--- config.mk ---
export PLATFORM = sky130hd
export DESIGN_NAME = segment_allocator_first_best_fit
export DESIGN_NICKNAME = d
export VERILOG_FILES = /design/src/rtl/sega_pkg.sv /design/src/rtl/sega_ram.sv /design/src/rtl/segment_allocator_first_best_fit.sv
export SDC_FILE = /design/constraint.sdc
export NUM_CORES = 2
export LEC_CHECK = 0
export BUFFER_PORTS_ARGS = -buffer_cell sky130_fd_sc_hd__buf_2
export CORE_MARGIN = 3
export CORE_UTILIZATION = 51
export DETAILED_ROUTE_END_ITERATION = 10
export GPL_ROUTABILITY_DRIVEN = 0
export PLACE_DENSITY = 0.74
export SLEW_MARGIN = 20
export SYNTH_ARGS = -nofsm -noshare
export SYNTH_HDL_FRONTEND = slang
export SYNTH_SLANG_ARGS = --single-unit
--- constraint.sdc ---
create_clock -name clock -period 6.5 [get_ports clock]
set_input_delay 1.3 -clock clock [delete_from_list [all_inputs] [get_ports clock]]
set_output_delay 1.3 -clock clock [all_outputs]
set_load 0.02 [all_outputs]
--- src/rtl/sega_pkg.sv ---
// shared types and codes for the segment allocator
`timescale 1ns / 1ps

package sega_pkg;

   // fixed field widths of the request and response words
   localparam int ADDR_W = 10;
   localparam int SIZE_W = 11;
   localparam int STATUS_W = 2;

   // request operation codes
   localparam logic OP_ALLOC = 1'b0;
   localparam logic OP_FREE  = 1'b1;

   // response status codes
   localparam logic [STATUS_W-1:0] STATUS_OK      = 2'd0;
   localparam logic [STATUS_W-1:0] STATUS_NOFIT   = 2'd1;
   localparam logic [STATUS_W-1:0] STATUS_BADADDR = 2'd2;
   localparam logic [STATUS_W-1:0] STATUS_FULL    = 2'd3;

   typedef struct packed {
      logic              op;
      logic [SIZE_W-1:0] request_size;
      logic [ADDR_W-1:0] free_address;
   } req_word_type;

   typedef struct packed {
      logic [STATUS_W-1:0] status;
      logic [ADDR_W-1:0]   granted_address;
   } rsp_word_type;

endpackage

--- src/rtl/sega_ram.sv ---
// single-port-write, single-port-read segment table memory with registered read
`timescale 1ns / 1ps

module sega_ram #(
   parameter int DEPTH = 64,
   parameter int WIDTH = 22,
   parameter int IDX_W = 6
) (
   input  logic             clock,
   input  logic             wr_en,
   input  logic [IDX_W-1:0] wr_idx,
   input  logic [WIDTH-1:0] wr_data,
   input  logic [IDX_W-1:0] rd_idx,
   output logic [WIDTH-1:0] rd_data
);

   logic [WIDTH-1:0] mem [DEPTH];
   logic [WIDTH-1:0] rd_data_ff;

   // write port
   always_ff @(posedge clock) begin
      if (wr_en) begin
         mem[wr_idx] <= wr_data;
      end
   end

   // registered read port
   always_ff @(posedge clock) begin
      rd_data_ff <= mem[rd_idx];
   end

   assign rd_data = rd_data_ff;

endmodule

--- src/rtl/segment_allocator_first_best_fit.sv ---
// top level of the first-fit / best-fit segment allocator
`timescale 1ns / 1ps

// Segment allocator over MEM_SIZE units. The segment table lives in one memory
// with a registered read port, and a small sequencer walks it entry by entry
// (read, then compare). An allocate scans up to the whole table (first fit
// stops at the first hit), then shifts every later entry up by one when it
// splits a segment; a free scans up to the matching entry, reads its right
// neighbour if there is one, and shifts later entries down when it merges. A
// zero-size allocate is answered with STATUS_NOFIT from idle, without a scan.
// busy is high while any other request is handled, and after reset while the
// first table entry is written. Each result is shown for exactly one cycle on
// rsp_strobe and cannot be held off. The user must write fit_mode through
// csr_write_enable only while the block is idle; the block itself does not
// enforce it.
module segment_allocator_first_best_fit #(
   parameter int MEM_SIZE     = 1024,
   parameter int MAX_SEGMENTS = 64
) (
   input  logic                   clock,
   input  logic                   reset,
   input  logic                   start,
   output logic                   busy,
   input  sega_pkg::req_word_type req_word,
   output logic                   rsp_strobe,
   output sega_pkg::rsp_word_type rsp_word,
   input  logic                   csr_write_enable,
   input  logic                   csr_write_data
);

   import sega_pkg::*;

   localparam int IW   = $clog2(MAX_SEGMENTS);
   localparam int CW   = $clog2(MAX_SEGMENTS + 1);
   localparam int AW   = $clog2(MEM_SIZE);
   localparam int LW   = $clog2(MEM_SIZE + 1);
   localparam int EW   = AW + LW + 1;
   localparam int CMPW = (LW > SIZE_W) ? LW : SIZE_W;
   localparam int FAW  = (AW > ADDR_W) ? AW : ADDR_W;

   typedef enum logic [3:0] {
      ST_INIT,
      ST_IDLE,
      ST_RD,
      ST_EV,
      ST_DEC,
      ST_MRD,
      ST_MWR,
      ST_SPLIT,
      ST_SPLIT2,
      ST_NRD,
      ST_NEV,
      ST_MERGE
   } state_type;

   state_type state_ff, state_in;
   logic              op_ff, op_in;
   logic [SIZE_W-1:0] size_ff, size_in;
   logic [ADDR_W-1:0] faddr_ff, faddr_in;
   logic [CW-1:0]     idx_ff, idx_in;
   logic [CW-1:0]     src_ff, src_in;
   logic [CW-1:0]     count_ff, count_in;
   logic              found_ff, found_in;
   logic [CW-1:0]     pick_ff, pick_in;
   logic [AW-1:0]     pick_start_ff, pick_start_in;
   logic [LW-1:0]     pick_len_ff, pick_len_in;
   logic [CW-1:0]     pos_ff, pos_in;
   logic [AW-1:0]     cur_start_ff, cur_start_in;
   logic [LW-1:0]     cur_len_ff, cur_len_in;
   logic [AW-1:0]     prev_start_ff, prev_start_in;
   logic [LW-1:0]     prev_len_ff, prev_len_in;
   logic              prev_busy_ff, prev_busy_in;
   logic              next_free_ff, next_free_in;
   logic [LW-1:0]     next_len_ff, next_len_in;
   logic [1:0]        dist_ff, dist_in;
   logic              up_ff, up_in;
   logic              fit_ff, fit_in;
   logic              rsp_strobe_ff, rsp_strobe_in;
   logic [STATUS_W-1:0] rsp_status_ff, rsp_status_in;
   logic [ADDR_W-1:0] rsp_addr_ff, rsp_addr_in;

   // table memory port signals
   logic          wr_en;
   logic [IW-1:0] wr_idx;
   logic [EW-1:0] wr_data;
   logic [IW-1:0] rd_idx;
   logic [EW-1:0] rd_data;

   logic [AW-1:0] rd_start;
   logic [LW-1:0] rd_len;
   logic          rd_busy;
   logic          fits, better, last, match, pf, nf;
   logic [CW-1:0] dst;
   logic [CW-1:0] msrc;
   logic [LW-1:0] merge_len;

   sega_ram #(
      .DEPTH (MAX_SEGMENTS),
      .WIDTH (EW),
      .IDX_W (IW)
   ) u_table (
      .clock   (clock),
      .wr_en   (wr_en),
      .wr_idx  (wr_idx),
      .wr_data (wr_data),
      .rd_idx  (rd_idx),
      .rd_data (rd_data)
   );

   // unpack the entry just read
   assign rd_start = rd_data[EW-1 -: AW];
   assign rd_len   = rd_data[LW:1];
   assign rd_busy  = rd_data[0];

   // scan compares
   assign fits   = !rd_busy && (CMPW'(rd_len) >= CMPW'(size_ff));
   assign better = !found_ff || (rd_len < pick_len_ff);
   assign last   = ((idx_ff + CW'(1)) == count_ff);
   assign match  = (FAW'(rd_start) == FAW'(faddr_ff));

   // merge terms
   assign pf        = (pos_ff != '0) && !prev_busy_ff;
   assign nf        = next_free_ff;
   assign merge_len = LW'((pf ? prev_len_ff : LW'(0)) + cur_len_ff
                          + (nf ? next_len_ff : LW'(0)));
   assign msrc      = pos_ff + CW'(1) + CW'(nf);

   // move destination for the shared shift loop
   assign dst = up_ff ? (src_ff + CW'(1)) : (src_ff - CW'(dist_ff));

   // sequencer next state
   always_comb begin
      state_in      = state_ff;
      op_in         = op_ff;
      size_in       = size_ff;
      faddr_in      = faddr_ff;
      idx_in        = idx_ff;
      src_in        = src_ff;
      count_in      = count_ff;
      found_in      = found_ff;
      pick_in       = pick_ff;
      pick_start_in = pick_start_ff;
      pick_len_in   = pick_len_ff;
      pos_in        = pos_ff;
      cur_start_in  = cur_start_ff;
      cur_len_in    = cur_len_ff;
      prev_start_in = prev_start_ff;
      prev_len_in   = prev_len_ff;
      prev_busy_in  = prev_busy_ff;
      next_free_in  = next_free_ff;
      next_len_in   = next_len_ff;
      dist_in       = dist_ff;
      up_in         = up_ff;
      fit_in        = fit_ff;
      rsp_strobe_in = 1'b0;
      rsp_status_in = rsp_status_ff;
      rsp_addr_in   = rsp_addr_ff;
      wr_en         = 1'b0;
      wr_idx        = '0;
      wr_data       = '0;
      rd_idx        = '0;

      if (csr_write_enable) begin
         fit_in = csr_write_data;
      end

      unique case (state_ff)
         ST_INIT: begin
            wr_en    = 1'b1;
            wr_data  = {AW'(0), LW'(MEM_SIZE), 1'b0};
            state_in = ST_IDLE;
         end
         ST_IDLE: begin
            if (start) begin
               op_in    = req_word.op;
               size_in  = req_word.request_size;
               faddr_in = req_word.free_address;
               idx_in   = '0;
               found_in = 1'b0;
               if (req_word.op == OP_ALLOC && req_word.request_size == '0) begin
                  rsp_strobe_in = 1'b1;
                  rsp_status_in = STATUS_NOFIT;
                  rsp_addr_in   = '0;
               end else begin
                  state_in = ST_RD;
               end
            end
         end
         ST_RD: begin
            rd_idx   = idx_ff[IW-1:0];
            state_in = ST_EV;
         end
         ST_EV: begin
            if (op_ff == OP_ALLOC) begin
               if (fits && better) begin
                  found_in      = 1'b1;
                  pick_in       = idx_ff;
                  pick_start_in = rd_start;
                  pick_len_in   = rd_len;
               end
               if ((fits && !fit_ff) || last) begin
                  state_in = ST_DEC;
               end else begin
                  idx_in   = idx_ff + CW'(1);
                  state_in = ST_RD;
               end
            end else begin
               if (match) begin
                  pos_in       = idx_ff;
                  cur_start_in = rd_start;
                  cur_len_in   = rd_len;
                  if (!rd_busy) begin
                     rsp_strobe_in = 1'b1;
                     rsp_status_in = STATUS_BADADDR;
                     rsp_addr_in   = '0;
                     state_in      = ST_IDLE;
                  end else if (!last) begin
                     state_in = ST_NRD;
                  end else begin
                     next_free_in = 1'b0;
                     state_in     = ST_MERGE;
                  end
               end else begin
                  prev_start_in = rd_start;
                  prev_len_in   = rd_len;
                  prev_busy_in  = rd_busy;
                  if (last) begin
                     rsp_strobe_in = 1'b1;
                     rsp_status_in = STATUS_BADADDR;
                     rsp_addr_in   = '0;
                     state_in      = ST_IDLE;
                  end else begin
                     idx_in   = idx_ff + CW'(1);
                     state_in = ST_RD;
                  end
               end
            end
         end
         ST_DEC: begin
            priority if (!found_ff) begin
               rsp_strobe_in = 1'b1;
               rsp_status_in = STATUS_NOFIT;
               rsp_addr_in   = '0;
               state_in      = ST_IDLE;
            end else if (CMPW'(pick_len_ff) == CMPW'(size_ff)) begin
               // exact fit: mark busy in place
               wr_en         = 1'b1;
               wr_idx        = pick_ff[IW-1:0];
               wr_data       = {pick_start_ff, pick_len_ff, 1'b1};
               rsp_strobe_in = 1'b1;
               rsp_status_in = STATUS_OK;
               rsp_addr_in   = ADDR_W'(pick_start_ff);
               state_in      = ST_IDLE;
            end else if (count_ff == CW'(MAX_SEGMENTS)) begin
               rsp_strobe_in = 1'b1;
               rsp_status_in = STATUS_FULL;
               rsp_addr_in   = '0;
               state_in      = ST_IDLE;
            end else if (count_ff > pick_ff + CW'(1)) begin
               src_in   = count_ff - CW'(1);
               up_in    = 1'b1;
               state_in = ST_MRD;
            end else begin
               state_in = ST_SPLIT;
            end
         end
         ST_MRD: begin
            rd_idx   = src_ff[IW-1:0];
            state_in = ST_MWR;
         end
         ST_MWR: begin
            wr_en   = 1'b1;
            wr_idx  = dst[IW-1:0];
            wr_data = rd_data;
            if (up_ff) begin
               if (src_ff == pick_ff + CW'(1)) begin
                  state_in = ST_SPLIT;
               end else begin
                  src_in   = src_ff - CW'(1);
                  state_in = ST_MRD;
               end
            end else begin
               if (src_ff + CW'(1) == count_ff) begin
                  count_in      = count_ff - CW'(dist_ff);
                  rsp_strobe_in = 1'b1;
                  rsp_status_in = STATUS_OK;
                  rsp_addr_in   = '0;
                  state_in      = ST_IDLE;
               end else begin
                  src_in   = src_ff + CW'(1);
                  state_in = ST_MRD;
               end
            end
         end
         ST_SPLIT: begin
            // remainder goes just after the picked entry
            wr_en    = 1'b1;
            wr_idx   = IW'(pick_ff + CW'(1));
            wr_data  = {AW'(pick_start_ff + AW'(size_ff)),
                        LW'(pick_len_ff - LW'(size_ff)), 1'b0};
            state_in = ST_SPLIT2;
         end
         ST_SPLIT2: begin
            wr_en         = 1'b1;
            wr_idx        = pick_ff[IW-1:0];
            wr_data       = {pick_start_ff, LW'(size_ff), 1'b1};
            count_in      = count_ff + CW'(1);
            rsp_strobe_in = 1'b1;
            rsp_status_in = STATUS_OK;
            rsp_addr_in   = ADDR_W'(pick_start_ff);
            state_in      = ST_IDLE;
         end
         ST_NRD: begin
            rd_idx   = IW'(pos_ff + CW'(1));
            state_in = ST_NEV;
         end
         ST_NEV: begin
            next_free_in = !rd_busy;
            next_len_in  = rd_len;
            state_in     = ST_MERGE;
         end
         ST_MERGE: begin
            // write the coalesced free segment, then close the gap
            wr_en   = 1'b1;
            wr_idx  = pf ? IW'(pos_ff - CW'(1)) : pos_ff[IW-1:0];
            wr_data = {(pf ? prev_start_ff : cur_start_ff), merge_len, 1'b0};
            dist_in = 2'(pf) + 2'(nf);
            src_in  = msrc;
            up_in   = 1'b0;
            if ((pf || nf) && msrc < count_ff) begin
               state_in = ST_MRD;
            end else begin
               count_in      = count_ff - CW'(2'(pf) + 2'(nf));
               rsp_strobe_in = 1'b1;
               rsp_status_in = STATUS_OK;
               rsp_addr_in   = '0;
               state_in      = ST_IDLE;
            end
         end
         default: begin
            state_in = ST_IDLE;
         end
      endcase
   end

   // state and registered outputs
   always_ff @(posedge clock) begin
      if (reset) begin
         state_ff      <= ST_INIT;
         count_ff      <= CW'(1);
         fit_ff        <= 1'b0;
         rsp_strobe_ff <= 1'b0;
         found_ff      <= 1'b0;
         up_ff         <= 1'b0;
         dist_ff       <= '0;
      end else begin
         state_ff      <= state_in;
         count_ff      <= count_in;
         fit_ff        <= fit_in;
         rsp_strobe_ff <= rsp_strobe_in;
         found_ff      <= found_in;
         up_ff         <= up_in;
         dist_ff       <= dist_in;
      end
      op_ff         <= op_in;
      size_ff       <= size_in;
      faddr_ff      <= faddr_in;
      idx_ff        <= idx_in;
      src_ff        <= src_in;
      pick_ff       <= pick_in;
      pick_start_ff <= pick_start_in;
      pick_len_ff   <= pick_len_in;
      pos_ff        <= pos_in;
      cur_start_ff  <= cur_start_in;
      cur_len_ff    <= cur_len_in;
      prev_start_ff <= prev_start_in;
      prev_len_ff   <= prev_len_in;
      prev_busy_ff  <= prev_busy_in;
      next_free_ff  <= next_free_in;
      next_len_ff   <= next_len_in;
      rsp_status_ff <= rsp_status_in;
      rsp_addr_ff   <= rsp_addr_in;
   end

   // ports
   assign busy                     = (state_ff != ST_IDLE);
   assign rsp_strobe               = rsp_strobe_ff;
   assign rsp_word.status          = rsp_status_ff;
   assign rsp_word.granted_address = rsp_addr_ff;

endmodule
# Word level (Yosys, flattened, before mapping)

Memories as Yosys holds them, arrays and structs flattened. A register that Yosys moved wholly into a read port is not among the register bits.
Index checks and enable logic that the tools add are counted.

$add $sub $neg: 18
Magnitude comparators: 4
Eq/ne operators: 42
Multiplexer cells: 105
Bitwise operators: 3
Reductions and logical operators: 35

Operators with widths:

| cell                | count |
|---|---|
| $pmux 22 s6         | 1 |
| $mux 10             | 13 |
| $mux 7              | 15 |
| $pmux 10 s6         | 1 |
| $mux 22             | 2 |
| $pmux 7 s3          | 2 |
| $pmux 4 s10         | 1 |
| $add 7x1->7 const B | 5 |
| $mux 2              | 16 |
| $ne 2x2->1 const B  | 15 |
| $pmux 6 s5          | 1 |
| $mux 1              | 27 |
| $mux 4              | 6 |
| $mux 6              | 4 |
| $add 11x11->11      | 2 |
| $mux 11             | 2 |
| $eq 7x7->1          | 3 |
| $ne 3x3->1 const B  | 7 |
| $mux 3              | 6 |
| $pmux 6 s3          | 1 |
| $eq 4x3->1 const B  | 4 |
| $eq 4x4->1 const B  | 4 |
| $reduce_and 5->1    | 3 |
| $pmux 7 s2          | 1 |
| other kinds (39)    | 65 |

Flip-flop bits (word level): 155
RAM bits: 1408
Input port bits: 27
Output and inout bits: 14
Logic and storage cells: 233
Memories kept: 1

Memories:

| memory      | depth | bits a word | rd ports | clocked after Yosys merged registers in | write ports | RTL line       | text |
|---|---|---|---|---|---|---|---|
| u_table.mem | 64    | 22          | 1        | 1                                       | 1           | sega_ram.sv:17 | `logic [WIDTH-1:0] mem [DEPTH];` |

# Longest topological paths before layout

Depth after elaboration: 7
Depth in mapped cells: 18
Mapped depth without buffers: 17

# Cells and area by module

From an unflattened synthesis, not the netlist that was laid out.

Cells, all modules: 3420
Area, all modules: 65034.9 µm²

By module, submodules not included:

| module                           | instances | cells an instance | area an instance (µm²) | seq. area each (µm²) |
|---|---|---|---|---|
| sega_ram                         | 1         | 2410              | 54496.0                | 42721.0 |
| segment_allocator_first_best_fit | 1         | 1010              | 10538.9                | 4484.3 |

# Least setup slack after synthesis

Ideal clock, no wire load.

Path type: reg-to-reg
Start: register size_ff[1]
End: memory u_table.mem[0][6], data pin
Setup time: 1.009 ns
Arrival time: 5.747 ns
Data required time: 5.491 ns
Path slack: -0.255 ns
Cell stages (with the launch flop): 9
Buffers on the path: 0
Clock period less this slack: 6.755 ns
Cells stage by stage: edfxtp_1 > inv_1 > ha_1 > nor2b_1 > o21ai_0 > a21boi_0 > o21ai_0 > a21boi_0 > o311ai_0

Cells in the longest elaborated chain, start to end: 4
Elaborated cells between the ends (all ways): 5
Classes of those cells: add/sub: 1; eq/ne: 1; mux: 3

Ends and longest elaborated chain:

| what                                                   | RTL line                                | text |
|---|---|---|
| start, declared                                        | segment_allocator_first_best_fit.sv:58  | `logic [SIZE_W-1:0] size_ff, size_in;` |
| start signal, assigned                                 | segment_allocator_first_best_fit.sv:366 | `size_ff <= size_in;` |
| branches (longest 3 deep; another with $sub 11x11->11) | --                                      |  |
| $pmux 22 s6 *                                          | segment_allocator_first_best_fit.sv:167 | `unique case (state_ff)` |
| named net u_table.wr_data[6]                           | sega_ram.sv:12                          | `input logic [WIDTH-1:0] wr_data,` |
| end, declared                                          | sega_ram.sv:17                          |  |

Mark *: on every way through the listed nets, which the timed path passes.

# Worst setup path in the final report

Start: register pos_ff[0]
End: memory u_table.mem[6][11], data pin

Cells in the longest elaborated chain, start to end: 6

Ends and longest elaborated chain:

| what                          | RTL line                                | text |
|---|---|---|
| start, declared               | segment_allocator_first_best_fit.sv:67  | `logic [CW-1:0] pos_ff, pos_in;` |
| start signal, assigned        | segment_allocator_first_best_fit.sv:373 | `pos_ff <= pos_in;` |
| $reduce_bool 7->1             | segment_allocator_first_best_fit.sv:122 | `assign pf = (pos_ff != '0) && !prev_busy_ff;` |
| $logic_and 1x1->1             | segment_allocator_first_best_fit.sv:122 |  |
| $mux 11                       | segment_allocator_first_best_fit.sv:124 | `assign merge_len = LW'((pf ? prev_len_ff : LW'(0)) + cur_len_ff` |
| $add 11x11->11                | segment_allocator_first_best_fit.sv:124 |  |
| $add 11x11->11                | segment_allocator_first_best_fit.sv:125 | `+ (nf ? next_len_ff : LW'(0)));` |
| $pmux 22 s6                   | segment_allocator_first_best_fit.sv:167 |  |
| named net u_table.wr_data[11] | sega_ram.sv:12                          |  |

The timed path passes the listed nets, and every way through them passes these cells.

==> impl_metrics.yaml <==
run_status:
  status: "completed"
power_and_ir_drop:
  power.internal_mw: 16.4
  p_leak_nw: 21.6
  power_frac_seq_pct: 54.2
  p_sw_mw: 4.32
  power.share.clock_pct: 43.4
  switching_share_pct: 20.8
  ir_drop_mv: 0.218
  combinationalPowerShare_pct: 2.4
  p_per_area_nw_per_um2: 285
worst_setup_path:
  reg2reg_to: "u_table.mem[6][11]"
  critPathRequiredTime_ps: 6950
  reg2reg_from: "pos_ff[0]"
  critPathCaptureType: "flip-flop"
  rrSetupSlack_ps: 1400
  crit_type: "flip-flop to flip-flop"
  worstPathArrival_ps: 5550
  crit_slowest_cell: "buf_4"
  start_kind: "flip-flop"
  worstPathCellList: "inv_1 -> ha_1 -> nor2b_1 -> a31oi_1 -> buf_4 -> and2_1 -> fa_1 -> ha_1 -> a21o_1 -> a21oi_1 -> nor2b_1 -> o21a_1 -> o41ai_1 -> o21ai_0 -> xnor2_1 -> o211ai_1 -> buf_4"
  r2r_cells: 17
  crit_path_max_incr_delay_ps: 560
  path_max_fanout: 64
synth:
  syn_inst: 3752
  yosysSeqAreaShare_pct: 72.9
  asyncSetResetFlopFracSynth_pct: 0
  avgSynthCellArea_um2: 17.3
  synth_edf_count: 1546
  synthFlopType: "edfxtp_1"
  syn_area_um2: 64800
  synth_warnings: 0
  yosysUniqueCellTypes: 82
  ys_ff_latch: 1585
  syn-num-nets: 3879
global_route:
  grt_usage_pct: 25.4
  grt_overflow: 0
  grt_pass1_vias: 36184
  grt_pass1_wl_um: 244000
  antenna_found_initial: 6
  grt_max_degree: 88
drt:
  drtAntennaViolNets: 0
  via_per_inst: 6.49
  wire_per_inst_um: 29.5
  first_pass_iters: 6
  drt_iter0_drc: 5476
  drc_errors: 0
  routed_wl_um: 167000
  dr_total_vias: 36773
floorplanning:
  die_w_um: 362
  initial_utilization_pct: 51.4
  die_area_um2: 131000
  core_area_um2: 126000
  pin_count: 41
  rows: 130
  fp.dieH_um: 362
min_path:
  hold_depth: 2
  hp-start: "dist_ff[1]"
  holdPathEnd: "dist_ff[1]"
  hp-class: "flip-flop to flip-flop"
sta:
  grt_setup_unrepaired: "no"
  report.final.hold_viol_count: 0
  setup_violations: 0
  tns_ps: 0
  hold_ws_ps: 468
  relSlewSlack_pct: 14.3
  fin_crit_ps: 5100
  slew_violations: 0
  clock_skew_ps: 34.7
  max_freq_ghz: 0.196
  tightest_slew_ps: 1270
  timing.final.crit_share_pct: 78.5
cts:
  insertion_delay_ps: 770
  ctsHoldBuffers: 0
  cts_resized: 0
  clk_pin_slew_worst_paths_ps: 60
  clk_path_buf_depth: 3
  htreeDepth: 4
  ctsRootBufferMaster: "clkbuf_16"
  cts.sinks: 1585
  cts_tree: "done"
  numCtsBuffers: 157
  postCtsSetupBuffers: 0
place:
  place_area_um2: 67700
  dp.cells: 5378
  hpwl_um: 96300
  portBuffers: 40
layout:
  drive_gt1_share_pct: 19.7
  mostFrequentLayoutCells: "edfxtp_1, nand2_1, mux4_2, clkbuf_16, a22oi_1"
  fin_area_um2: 72900
  fin_cells: 5666
  area_delta_synth_final_pct: 12.5
  final_common_cell: "edfxtp_1"
  final_nets: 4014
flow_run:
  cap_viol_max_count: 0
synth_stat cells, types with 35 or more instances:
library cell,n,area [µm²]
edfxtp_1,1546,46400
nand2_1,372,1400
mux4_2,264,5950
a22oi_1,142,1070
nand3_1,139,696
nor2_1,139,522
clkbuf_1,131,492
a21oi_1,91,455
ha_1,84,1050
xnor2_1,66,578
inv_1,63,236
and3_1,55,344
a31oi_1,52,325
dfxtp_1,39,781
o21ai_0,38,190
xor2_1,38,333
buf_2,36,180
and2_1,35,219
power groups by stage:
stage,clock (mW),combinational [mW],sequential [mW]
floorplan,0,0.309,11.4
global placement,0,0.481,11.4
detailed placement,0,0.489,11.4
CTS,9.10,0.495,11.2
global route,9.49,0.534,11.2
finish,9.00,0.502,11.2
how the worst max path moves through the flow:
| stage | from | endpoint | slack, ps | cells past startpoint |
|---|---|---|---|---|
| 2_1_floorplan | pos_ff[0] | u_table.mem[0][11] | 480 | 16 |
| 5_1_grt | pos_ff[0] | u_table.mem[6][11] | 990 | 17 |
| 6_report | pos_ff[0] | u_table.mem[6][11] | 1400 | 17 |
| 3_3_place_gp | pos_ff[0] | u_table.mem[53][11] | 1530 | 17 |
| 3_5_place_dp | pos_ff[0] | u_table.mem[53][11] | 1470 | 17 |
| 4_1_cts | pos_ff[0] | u_table.mem[41][11] | 1430 | 17 |
state kept, by name, indices dropped and copies added (netlist names), 4 cells and up:
register and flops:
idx_ff 7, cur_len_ff 11, rsp_addr_ff 10, next_len_ff 11, u_table.rd_data 22, prev_len_ff 11
prev_start_ff 10, u_table.mem 1408, pick_start_ff 10, count_ff 7, size_ff 11, state_ff 4
faddr_ff 10, cur_start_ff 10, src_ff 7, pick_len_ff 11, pick_ff 7, pos_ff 7
logic make-up after synthesis:
group | count (synthesis) | synth area share (%)
flops | 1585 | 72.9
simple gates | 879 | 6.34
compound gates | 506 | 5.50
mux | 302 | 9.78
buf+inv | 275 | 1.94
xor+xnor | 105 | 1.44
fa+ha+maj | 100 | 2.12
final cells by class:
type | instances | area, µm²
antenna | 2 | 5.00
fill | 9049 | 53000
multi-input combinational | 1892 | 16800
timing repair buffer | 187 | 1450
inverter | 64 | 240
sequential | 1585 | 47200
tap | 1650 | 2060
clock inverter | 83 | 947
clock buffer | 203 | 4170
layer usage:
metal  vias to the layer above  track usage [%]  part of all wire (%)
met4                         2             11.4                   4.7
met3                       399             5.55                    12
met2                      2410             38.6                    46
met5                         -                0                0.0072
met1                     18761             35.6                    38
li1                      15201                -                     -
through the flow:
| step | util (%) | setup WS (ps) | power, mW |
|---|---|---|---|
| after CTS | 57.9 | 1430 | 20.8 |
| after global routing | 57.9 | 990 | 21.3 |
| after detailed placement | 53.8 | 1470 | 11.9 |
| final | 57.9 | 1400 | 20.7 |
| after floorplan | - | 475 | 11.7 |
| after global placement | 53.8 | 1530 | 11.9 |
worst max-delay path: cells and delay by family, from the launching register on:
| family | cells | cell delay (ps) |
|---|---|---|
| xor gates and xnor gates | 1 | 160 |
| adders and majority gates | 3 | 970 |
| AOI/OAI and AO/OA | 7 | 1720 |
| and+or+nand+nor | 3 | 390 |
| buffers and inverters | 3 | 980 |
| DFF | 1 | 470 |
Power figures use the tool's default switching activity.
